`src/hdl/mpst_pkg.sv`:
```
package mpst_pkg;

    localparam int CNT_W   = 11;
    localparam int SUM_W   = 48;
    localparam int DATA_W  = 32;
    localparam int RANK_W  = 10;
    localparam int CFG_IDX_W = 2;

    localparam logic [CNT_W-1:0] CNT_MAX = '1;

    localparam logic [CFG_IDX_W-1:0] CFG_LEAF_COUNT = 2'd0;
    localparam logic [CFG_IDX_W-1:0] CFG_ZETA       = 2'd1;
    localparam logic [CFG_IDX_W-1:0] CFG_ETA        = 2'd2;

    typedef struct packed {
        logic [CNT_W-1:0]        cnt;
        logic signed [SUM_W-1:0] total;
        logic signed [SUM_W-1:0] best;
        logic                    cut;
    } node_t;

    typedef enum logic [4:0] {
        ST_BOOT,
        ST_IDLE,
        ST_CLR,
        ST_ETA_SET,
        ST_ETA,
        ST_INS_SET,
        ST_LEAF_RD,
        ST_INS_WR,
        ST_LST_WR,
        ST_UP_RD,
        ST_UP_WR,
        ST_FIND_SET,
        ST_FIND_RD,
        ST_FIND_STEP,
        ST_ROOT_RD,
        ST_ROOT_CHK,
        ST_DOWN_RD,
        ST_DOWN_STEP,
        ST_DONE
    } state_t;

    typedef enum logic [4:0] {
        OP_NONE,
        OP_LOAD,
        OP_CLR,
        OP_ETA_SET,
        OP_ETA,
        OP_INS_SET,
        OP_LEAF_RD,
        OP_INS_WR,
        OP_LST_WR,
        OP_UP_RD,
        OP_UP_WR,
        OP_FIND_SET,
        OP_FIND_RD,
        OP_FIND_STEP,
        OP_LST_SET,
        OP_ROOT_RD,
        OP_ROOT_CHK,
        OP_DOWN_RD,
        OP_DOWN_STEP,
        OP_DOWN_FIN
    } dp_op_t;

    typedef struct packed {
        dp_op_t op;
    } cmd_t;

    typedef struct packed {
        logic clr_end;
        logic at_root;
        logic at_leaf;
        logic record;
        logic last;
    } stat_t;

endpackage

```
`src/hdl/mpst_ctrl.sv`:
```
module mpst_ctrl
    import mpst_pkg::*;
(
    input  logic  clk,
    input  logic  rst_n,
    input  logic  start,
    input  logic  first_item,
    input  stat_t stat,
    output cmd_t  cmd,
    output logic  busy,
    output logic  res_valid
);

    state_t state_reg, state_next;
    logic   lastph_reg, lastph_next;

    always_ff @(posedge clk or negedge rst_n)
    begin
        if (!rst_n)
        begin
            state_reg  <= ST_BOOT;
            lastph_reg <= 1'b0;
        end
        else
        begin
            state_reg  <= state_next;
            lastph_reg <= lastph_next;
        end
    end

    always_comb
    begin
        state_next  = state_reg;
        lastph_next = lastph_reg;
        case (state_reg)
            ST_BOOT:      if (stat.clr_end) state_next = ST_IDLE;
            ST_IDLE:
            begin
                if (start)
                begin
                    lastph_next = 1'b0;
                    state_next  = first_item ? ST_CLR : ST_INS_SET;
                end
            end
            ST_CLR:       if (stat.clr_end) state_next = ST_ETA_SET;
            ST_ETA_SET:   state_next = ST_ETA;
            ST_ETA:       if (stat.at_root) state_next = ST_INS_SET;
            ST_INS_SET:   state_next = ST_LEAF_RD;
            ST_LEAF_RD:   state_next = lastph_reg ? ST_LST_WR : ST_INS_WR;
            ST_INS_WR:    state_next = ST_UP_RD;
            ST_LST_WR:    state_next = ST_UP_RD;
            ST_UP_RD:     state_next = ST_UP_WR;
            ST_UP_WR:
            begin
                if (!stat.at_root)
                    state_next = ST_UP_RD;
                else if (stat.last && !lastph_reg)
                    state_next = ST_FIND_SET;
                else
                    state_next = ST_ROOT_RD;
            end
            ST_FIND_SET:
            begin
                lastph_next = 1'b1;
                state_next  = ST_FIND_RD;
            end
            ST_FIND_RD:   state_next = stat.at_leaf ? ST_LEAF_RD : ST_FIND_STEP;
            ST_FIND_STEP: state_next = ST_FIND_RD;
            ST_ROOT_RD:   state_next = ST_ROOT_CHK;
            ST_ROOT_CHK:  state_next = stat.record ? ST_DOWN_RD : ST_DONE;
            ST_DOWN_RD:   state_next = stat.at_leaf ? ST_DONE : ST_DOWN_STEP;
            ST_DOWN_STEP: state_next = ST_DOWN_RD;
            ST_DONE:      state_next = ST_IDLE;
            default:      state_next = ST_IDLE;
        endcase
    end

    always_comb
    begin
        cmd.op    = OP_NONE;
        busy      = 1'b1;
        res_valid = 1'b0;
        case (state_reg)
            ST_BOOT:      cmd.op = OP_CLR;
            ST_IDLE:
            begin
                busy = 1'b0;
                if (start)
                    cmd.op = OP_LOAD;
            end
            ST_CLR:       cmd.op = OP_CLR;
            ST_ETA_SET:   cmd.op = OP_ETA_SET;
            ST_ETA:       cmd.op = OP_ETA;
            ST_INS_SET:   cmd.op = OP_INS_SET;
            ST_LEAF_RD:   cmd.op = OP_LEAF_RD;
            ST_INS_WR:    cmd.op = OP_INS_WR;
            ST_LST_WR:    cmd.op = OP_LST_WR;
            ST_UP_RD:     cmd.op = OP_UP_RD;
            ST_UP_WR:     cmd.op = OP_UP_WR;
            ST_FIND_SET:  cmd.op = OP_FIND_SET;
            ST_FIND_RD:   cmd.op = stat.at_leaf ? OP_LST_SET : OP_FIND_RD;
            ST_FIND_STEP: cmd.op = OP_FIND_STEP;
            ST_ROOT_RD:   cmd.op = OP_ROOT_RD;
            ST_ROOT_CHK:  cmd.op = OP_ROOT_CHK;
            ST_DOWN_RD:   cmd.op = stat.at_leaf ? OP_DOWN_FIN : OP_DOWN_RD;
            ST_DOWN_STEP: cmd.op = OP_DOWN_STEP;
            ST_DONE:      res_valid = 1'b1;
            default:      cmd.op = OP_NONE;
        endcase
    end

endmodule

```
`config.mk`:
```
export PLATFORM = sky130hd
export DESIGN_NAME = mpst_ctrl
export DESIGN_NICKNAME = d
export VERILOG_FILES = /design/src/hdl/mpst_pkg.sv /design/src/hdl/mpst_ctrl.sv
export SDC_FILE = /design/constraint.sdc
export NUM_CORES = 1
export LEC_CHECK = 0
export BUFFER_PORTS_ARGS = -buffer_cell sky130_fd_sc_hd__clkbuf_2
export CAP_MARGIN = 15
export CORE_MARGIN = 2
export CORE_UTILIZATION = 50
export CTS_CLUSTER_SIZE = 12
export DETAILED_ROUTE_END_ITERATION = 8
export GPL_TIMING_DRIVEN = 0
export PLACE_DENSITY = 0.74
export SETUP_SLACK_MARGIN = 0.2
export SLEW_MARGIN = 10
export SYNTH_ARGS = -nofsm -noshare
export SYNTH_HDL_FRONTEND = slang
export SYNTH_SLANG_ARGS = --single-unit
```
`constraint.sdc`:
```
create_clock -name clk -period 1.65 [get_ports clk]
set_input_delay 0.165 -clock clk [delete_from_list [all_inputs] [get_ports clk]]
set_output_delay 0.165 -clock clk [all_outputs]
set_load 0.005 [all_outputs]
```
---- Word level (Yosys, flattened, before mapping) ----
Index checks and enable logic that the tools add are counted.
word-level totals
  memories kept ........................... 0
  logic and storage cells ................. 53
  input port bits ......................... 9
  bits in writable memories ............... 0
  bits in latches ......................... 0
  bits in registers ....................... 6
  bits in read-only memories .............. 0
cells by class
  bitwise operators ....................... 0
  equality and inequality tests ........... 22
  $add $sub $neg .......................... 0
  divide/modulo/power cells ............... 0
  $mul .................................... 0
  reductions and logical operators ........ 9
  shifts and indexed selects .............. 0
  magnitude comparators ................... 0
  mux-type cells .......................... 20
operator list
  operator                                                                number
  5-bit case mux with 17 select lines                                     1
  5-bit case mux with 16 select lines                                     1
  5-bit by 4-bit equality test with 1-bit output (second input constant)  8
  5-bit by 3-bit equality test with 1-bit output (second input constant)  4
  5-bit 2-to-1 mux                                                        4
  5-bit equality test (second input constant)                             3
  5-bit by 2-bit equality test with 1-bit output (second input constant)  2
  3-bit 2-to-1 mux                                                        3
  2-bit 2-to-1 mux                                                        4
  4-bit 2-to-1 mux                                                        2
  2-bit != test (second input constant)                                   4
  2-bit OR reduction                                                      3
  5-bit by 1-bit equality test with 1-bit output (second input constant)  1
  5-bit zero test                                                         1
  1-bit 2-to-1 mux                                                        4
  4-bit AND reduction                                                     1
  1-bit case mux with 2 select lines                                      1
  2-bit AND reduction                                                     1
  2-bit nonzero test                                                      1
  1-bit logical AND                                                       1
  1-bit zero test                                                         1

---- Longest topological paths before layout ----
Gate-level depths: netlist (run 1).
  depth in word-level cells ............... 5
  mapped depth ............................ 6
  depth with buffers taken out ............ 4

---- Worst setup path after synthesis (run 1) ----
OpenSTA, ideal clock, no wires.
  kind .................................... register -> register
  start ................................... register state_reg[2]
  end ..................................... register state_reg[0]
  data arrival time ....................... 1.311 ns
  required time ........................... 1.566 ns
  library setup time ...................... 0.084 ns
  cell stages (with the launch flop) ...... 6
  path buffers ............................ 1
  clock period less this slack ............ 1.395 ns
  path slack .............................. 0.255 ns
  cell sequence ........................... dfrtp_1 > buf_4 > or4_1 > nand2_1 > nand3b_1 > a41oi_2
on the way
  word-level cells in the longest chain between the ends .. 3
  elaborated cells on any way between the ends .. 26
  those cells by class .................... eq/ne (21); mux (1); reduce/logical (4)
RTL lines
  item                                                                          line             RTL
  start, declared                                                               mpst_ctrl.sv:14  state_t state_reg, state_next;
  start signal, assigned                                                        mpst_ctrl.sv:26  state_reg <= state_next;
  5-bit by 4-bit equality test with 1-bit output, or another cell as far along  mpst_ctrl.sv:35  case (state_reg)
  2-bit OR reduction (no source line) or 2-bit != test (tied branches)          -
  5-bit case mux with 16 select lines or 4-bit AND reduction (tied branches)    -
Parallel ways exist; a longest one is shown, timed or not.
A chain may end at the register's enable or synchronous reset.

==> results.json, run 1 <==
{
  "initial_core_util_pct": 55.1,
  "status": "finished, violations left",
  "total_power_uw": 2610,
  "crit_fanout": 5,
  "synth_nets": 111,
  "hold_violations": 0,
  "required_ps": 1480,
  "fin_crit_ps": 1720,
  "ys_top_cells_by_area": "dfrtp_1, o21ai_0, a21oi_1",
  "clock_power_share_pct": 4.9,
  "yosysWarnings": 0,
  "setup_viol": 5,
  "synth_largest_area_cell": "dfrtp_1",
  "grt_first_pass_wirelength_um": 4320,
  "clkLatencyLatePin_ps": 240,
  "ys_seq_area_share_pct": 20.2,
  "path_clk_slew_ps": 40,
  "wl_per_cell_um": 25.1,
  "use_met1_pct": 42.0,
  "vias": 1172,
  "drive_gt1_share_pct": 53.8,
  "port_buffers": 15,
  "switching_share_pct": 48.4,
  "fill_cells": 34,
  "worstSetupPathType": "reg2out",
  "rsz0062_at_grt": "yes",
  "seqPwrFrac_pct": 10.5,
  "fin_crit_sh_pct": 104,
  "cellLeakagePower_uw": 0.000545,
  "grt-ovfl-total": 0,
  "tightest_slew_ps": 295,
  "die_area_um2": 1810,
  "timing.rr.start": "state_reg[4]",
  "clock_path_buffers": 2,
  "violations": "setup timing",
  "synth.avg_cell_area_um2": 7.30,
  "antenna_found_initial": 0,
  "dp_slack_ps": -51.0,
  "start_kind": "register",
  "p_comb_share_pct": 84.6,
  "ys_ff_latch": 6,
  "layout_common_cells": "buf_4, clkbuf_2, buf_6",
  "hold_slack_ps": 317,
  "peakVddDrop_mv": 1.30,
  "n_antenna_cell": 0,
  "syn_area_um2": 744,
  "htreeDepth": 1,
  "globalRouteMet2Util_pct": 50.5,
  "place_congestion": 0.898,
  "remaining_drc_errors": 0,
  "p_sw_uw": 1260,
  "final_common_cell": "buf_4",
  "top_usage_layer": "met2",
  "cts_tree": "built",
  "final_nets": 154,
  "syn_to_final_growth_pct": 72.9,
  "ant_nets": 0,
  "drtPass1Iterations": 6,
  "cts-root-buf": "clkbuf_4",
  "finalNonFillerCells": 158,
  "syn-instance-count": 102,
  "largest_register_ffs": 5,
  "max_freq_mhz": 583,
  "fin_ws_ps": -66.3,
  "grt_usage_pct": 30.8,
  "slew_headroom_pct": 80.3,
  "die_h_um": 42.6,
  "numCtsBuffers": 3,
  "place_inst": 132,
  "drt_wl_total_um": 3960,
  "synth.top_cell.area_share_pct": 20.2,
  "grt_pass1_vias": 920,
  "p_int_uw": 1350,
  "row_count": 13,
  "die_w_um": 42.6,
  "hold_class": "in2async",
  "arrival_ps": 1550,
  "ios": 16,
  "hpwl_um": 1530,
  "setup_tns_ps": -153,
  "cts.sinks": 6,
  "core_region_area_um2": 1350,
  "p_per_area_nw_per_um2": 2030,
  "clock_skew_ps": 3.41,
  "crit_start": "state_reg[4]",
  "met3_usage_pct": 4.31,
  "worst_setup_path_end_kind": "output port",
  "dr.first_iter.drc_count": 142,
  "viasPerCell": 7.42,
  "synth_cell_type_count": 45,
  "grt_max_degree": 11,
  "max_cap_violations": 0,
  "drv_slew": 0
}
-- stage by stage --
step,util (%),cell area (µm²)
floorplan,-,744
global placement,62.1,838
detailed placement,62.1,838
CTS,80.4,1080
global route,95.4,1290
finish,95.4,1290
-- cell families (layout without fill, tap and decap cells) --
logic type                count (synthesis)  after routing  synth area share (%)
DFF                                       6              6                  20.2
and+or+nand+nor                          44             44                  34.1
buffers and inverters                    15             56                  11.6
xor gates and xnor gates                  1              1                  1.18
AOI/OAI and AO/OA                        36             36                  32.9
-- cell type report --
class                   instances  area [µm²]  area share (%)
multi-input cells              81         662            51.4
repair buffers                 38         287            22.3
flip-flops and latches          6         151            11.8
well taps                      15        18.8            1.46
plain buffers                  11         131            10.2
clock buffers                   3        22.5            1.75
inverters                       4        15.0            1.17
-- Yosys cell counts (all sizes together) --
master / number
o21ai: 11
buf: 10
nand2: 8
a21oi: 7
nor2: 7
dfrtp: 6
inv: 4
or3b: 4
nand2b: 3
nand3: 3
nor2b: 3
nor3: 3
a311oi: 2
a31oi: 2
a41oi: 2
and3: 2
nand3b: 2
or2: 2
a2111oi: 1
a211o: 1
a221o: 1
a2bb2oi: 1
clkbuf: 1
nand4: 1
nand4b: 1
nor3b: 1
nor4: 1
o2111ai: 1
o211ai: 1
o21a: 1
o22a: 1
o22ai: 1
o311ai: 1
o31ai: 1
o32ai: 1
or2b: 1
or3: 1
or4: 1
xnor2: 1
-- what timing repair did --
| item | in CTS | in global routing |
|---|---|---|
| pin swaps | 10 | 6 |
| setup buffers | 14 | 8 |
| hold buffers | 1 | 0 |
| resized for setup | 30 | 33 |
| hold endpoints to repair | 6 | 0 |
| endpoints found under the setup margin | 9 | 10 |
-- critical path: stages (launching register included) --
cell       delay, ps
dfrtp_2          480
buf_6            150
a2111oi_4        320
a21oi_1           90
o21ai_1          140
buf_2            130
-- power groups by stage --
stage	Sequential, µW	Clock (µW)	Combinational [µW]
floorplan	249	0	907
global placement	266	0	1180
detailed placement	270	0	1180
CTS	259	130	1540
global route	275	144	2270
finish	273	128	2210
-- path summary, 6_finish.rpt --
path,endpoint,slack (ps),depth (start not counted)
setup / recovery,cmd[1],-70,5
hold / removal,lastph_reg,320,2
setup reg to reg,state_reg[0],-30,5
hold reg to reg,lastph_reg,750,2
max in group asynchronous,state_reg[4],1170,2
min in group clk,state_reg[1],370,3
-- layer usage --
metal / vias up / routed length, µm
li1: 468 / -
met1: 519 / 1420
met2: 134 / 1730
met3: 51 / 529
met4: 0 / 280
met5: - / 0
(Power assumes the default switching activity.)
==> inputs of run 2 (changes only) <==
ABC_AREA = 1   (was not set)
==> run 2 against run 1 <==
First-iteration DRC count shrank 19%. Fmax shrank 3.5%. Critical path type unchanged. The run still ends with setup timing left. Final cell count grew 22%. Worst setup slack lost 62 ps. Sequential share of layout area is essentially flat.
==> results.json, run 2 <==
{
  "status": "finished, violations left",
  "violations": "setup timing",
  "cts_tree": "built",
  "die_area_um2": 1840,
  "die_h_um": 42.9,
  "path_buf_inv": 3,
  "die_w_um": 42.9,
  "switching_share_pct": 56.7,
  "hpwl_um": 1750,
  "worstSetupPathType": "reg2out",
  "ant_nets": 0,
  "p_per_area_nw_per_um2": 1860,
  "crit_start": "state_reg[2]",
  "grt_pass1_vias": 976,
  "worstHoldEndpoint": "state_reg[1]",
  "wl_per_cell_um": 20.6,
  "synth.avg_cell_area_um2": 5.69,
  "hold_violations": 0,
  "tightest_slew_ps": 296,
  "grt-ovfl-total": 0,
  "clkLatencyLatePin_ps": 250,
  "fill_cells": 66,
  "timing.rr.start": "state_reg[3]",
  "hold_class": "in2reg",
  "p_int_uw": 1060,
  "p_comb_share_pct": 81.0,
  "setup_viol": 3,
  "slowest_delay_ps": 460,
  "place_congestion": 0.909,
  "drv_slew": 0,
  "final_nets": 188,
  "ios": 16,
  "path_clk_slew_ps": 50,
  "cpMaxStageDelayCell": "dfrtp_2",
  "fin_util_pct": 91.0,
  "grt_first_pass_wirelength_um": 4580,
  "initial_core_util_pct": 52.1,
  "fin_ws_ps": -128,
  "ys_seq_area_share_pct": 19.8,
  "clock_path_buffers": 2,
  "grt_usage_pct": 33.2,
  "htreeDepth": 1,
  "vias": 1233,
  "regToRegSetupSlack_ps": 40,
  "cts.sinks": 6,
  "n_antenna_cell": 0,
  "antenna_found_initial": 0,
  "yosysMostFrequentCell": "nand2_1",
  "required_ps": 1480,
  "crit_chain": "buf_4, nor2_4, nand3_2, inv_1, a21oi_1, nand3b_1, clkbuf_2",
  "clock_power_share_pct": 5.6,
  "syn-instance-count": 133,
  "synth.top_cell.area_share_pct": 19.8,
  "port_buffers": 15,
  "total_power_uw": 2460,
  "numCtsBuffers": 3,
  "slew_headroom_pct": 80.1,
  "cp_top_family": "flip-flops",
  "viasPerCell": 6.39,
  "crit_fanout": 5,
  "rsz0062_at_grt": "yes",
  "cts-root-buf": "clkbuf_4",
  "synthFlopType": "dfrtp_1",
  "remaining_drc_errors": 0,
  "drtPass1Iterations": 5,
  "crit_cells": 7,
  "ys_ff_latch": 6,
  "max_cap_violations": 0,
  "core_region_area_um2": 1450,
  "hp-start": "stat[4]",
  "synth_largest_area_cell": "dfrtp_1",
  "yosysWarnings": 0,
  "grt_max_degree": 11,
  "p_sw_uw": 1390,
  "drt_wl_total_um": 3990,
  "fin_crit_ps": 1780,
  "design_area_um2": 1320,
  "hold-path-cell-count": 4,
  "synth_cell_type_count": 20,
  "postPlaceCellArea_um2": 852,
  "r2r-end": "state_reg[1]",
  "peakVddDrop_mv": 1.65,
  "drive_gt1_share_pct": 54.8,
  "row_count": 14,
  "r2r_cells": 12,
  "seqPwrFrac_pct": 13.4,
  "largest_register_ffs": 5,
  "fin_crit_sh_pct": 108,
  "start_kind": "register",
  "dr.first_iter.drc_count": 115,
  "max_freq_mhz": 562,
  "synth-edff-count": 0,
  "layout_common_cells": "nand2_1, nor2_1, buf_4",
  "ys_top_cells_by_count": "nand2_1, nor2_1, nand3_1, inv_1, dfrtp_1",
  "synth_nets": 142,
  "ys_top_cells_by_area": "dfrtp_1, nand2_1, nor2_1",
  "multi_input_area_um2": 717,
  "cellLeakagePower_uw": 0.000695,
  "async_reset_ff_share_pct": 100,
  "syn_to_final_growth_pct": 74.7,
  "ff_latch_area_um2": 155,
  "final_common_cell": "nand2_1",
  "worst_setup_path_end_kind": "output port",
  "syn_area_um2": 757,
  "arrival_ps": 1610,
  "clock_skew_ps": 10.1
}
[run 2: changes by cell type after synthesis, moves of 3 or more]
cell,previous run,this run
nand2_1,8,31
nor2_1,7,27
nand3_1,3,17
inv_1,4,16
buf_2,6,1
nor2_2,0,5
nand3_2,0,4
o21ai_0,8,4
or3b_1,4,0
a21oi_1,7,4
nand2b_1,3,0
nand4_1,1,4
nor2b_1,3,0
[run 2: repair_timing]
| item | CTS | global route |
|---|---|---|
| pin swaps | 11 | 14 |
| setup buffers | 17 | 8 |
| gates resized for setup | 33 | 37 |
| endpoints found under the hold margin | 6 | 0 |
| endpoints found under the setup margin | 9 | 10 |
| hold buffers | 1 | 0 |
[run 2: worst min-delay path, stage by stage]
cell	delay, ps
clkbuf_2	70
inv_1	40
nand3_1	90
nand2_1	70
[run 2: power groups by stage]
| stage | combinational [µW] | sequential, µW | clock (µW) |
|---|---|---|---|
| 2_1_floorplan | 830 | 274 | 0 |
| 3_3_place_gp | 1120 | 290 | 0 |
| 3_5_place_dp | 1140 | 291 | 0 |
| 4_1_cts | 1480 | 304 | 134 |
| 5_1_grt | 2090 | 337 | 150 |
| 6_report | 1990 | 329 | 137 |
[run 2: metrics by stage]
stage	cells	setup TNS, ps	setup WS, ps	hold WS [ps]
final	193	-234	-128	249
after detailed placement	164	0	59.5	-1.24
after floorplan	133	0	301	-131
after CTS	185	0	1.57	250
after global placement	164	0	73.8	-10.1
after global routing	193	-520	-152	273
[run 2: cells by family after synthesis]
group                  count (synthesis)  synth area share, %
AO/OA/AOI/OAI                         12                 9.42
buffers and inverters                 20                 11.1
flip-flops                             6                 19.8
AND/OR/NAND/NOR                       95                 59.7
[run 2: cell type report]
cell class	instances	area share [%]
well taps	16	1.51
plain buffers	2	1.99
clock buffers	3	1.70
inverters	18	5.96
multi-input cells	107	54.2
flip-flops and latches	6	11.7
repair buffers	41	22.9
[run 2: worst max path at each step]
stage / slack, ps / end
detailed placement: 60 / state_reg[2]
global placement: 70 / cmd[1]
floorplan: 300 / cmd[1]
global route: -150 / cmd[1]
CTS: 2 / cmd[1]
finish: -130 / cmd[1]
[run 2: routing by layer]
layer	vias to the layer above	GRT usage [%]	share of wire, %
met1	528	44.3	34
li1	525	-	-
met5	-	0	0
met3	45	5.53	13
met2	135	54.8	45
met4	0	8.75	7.6
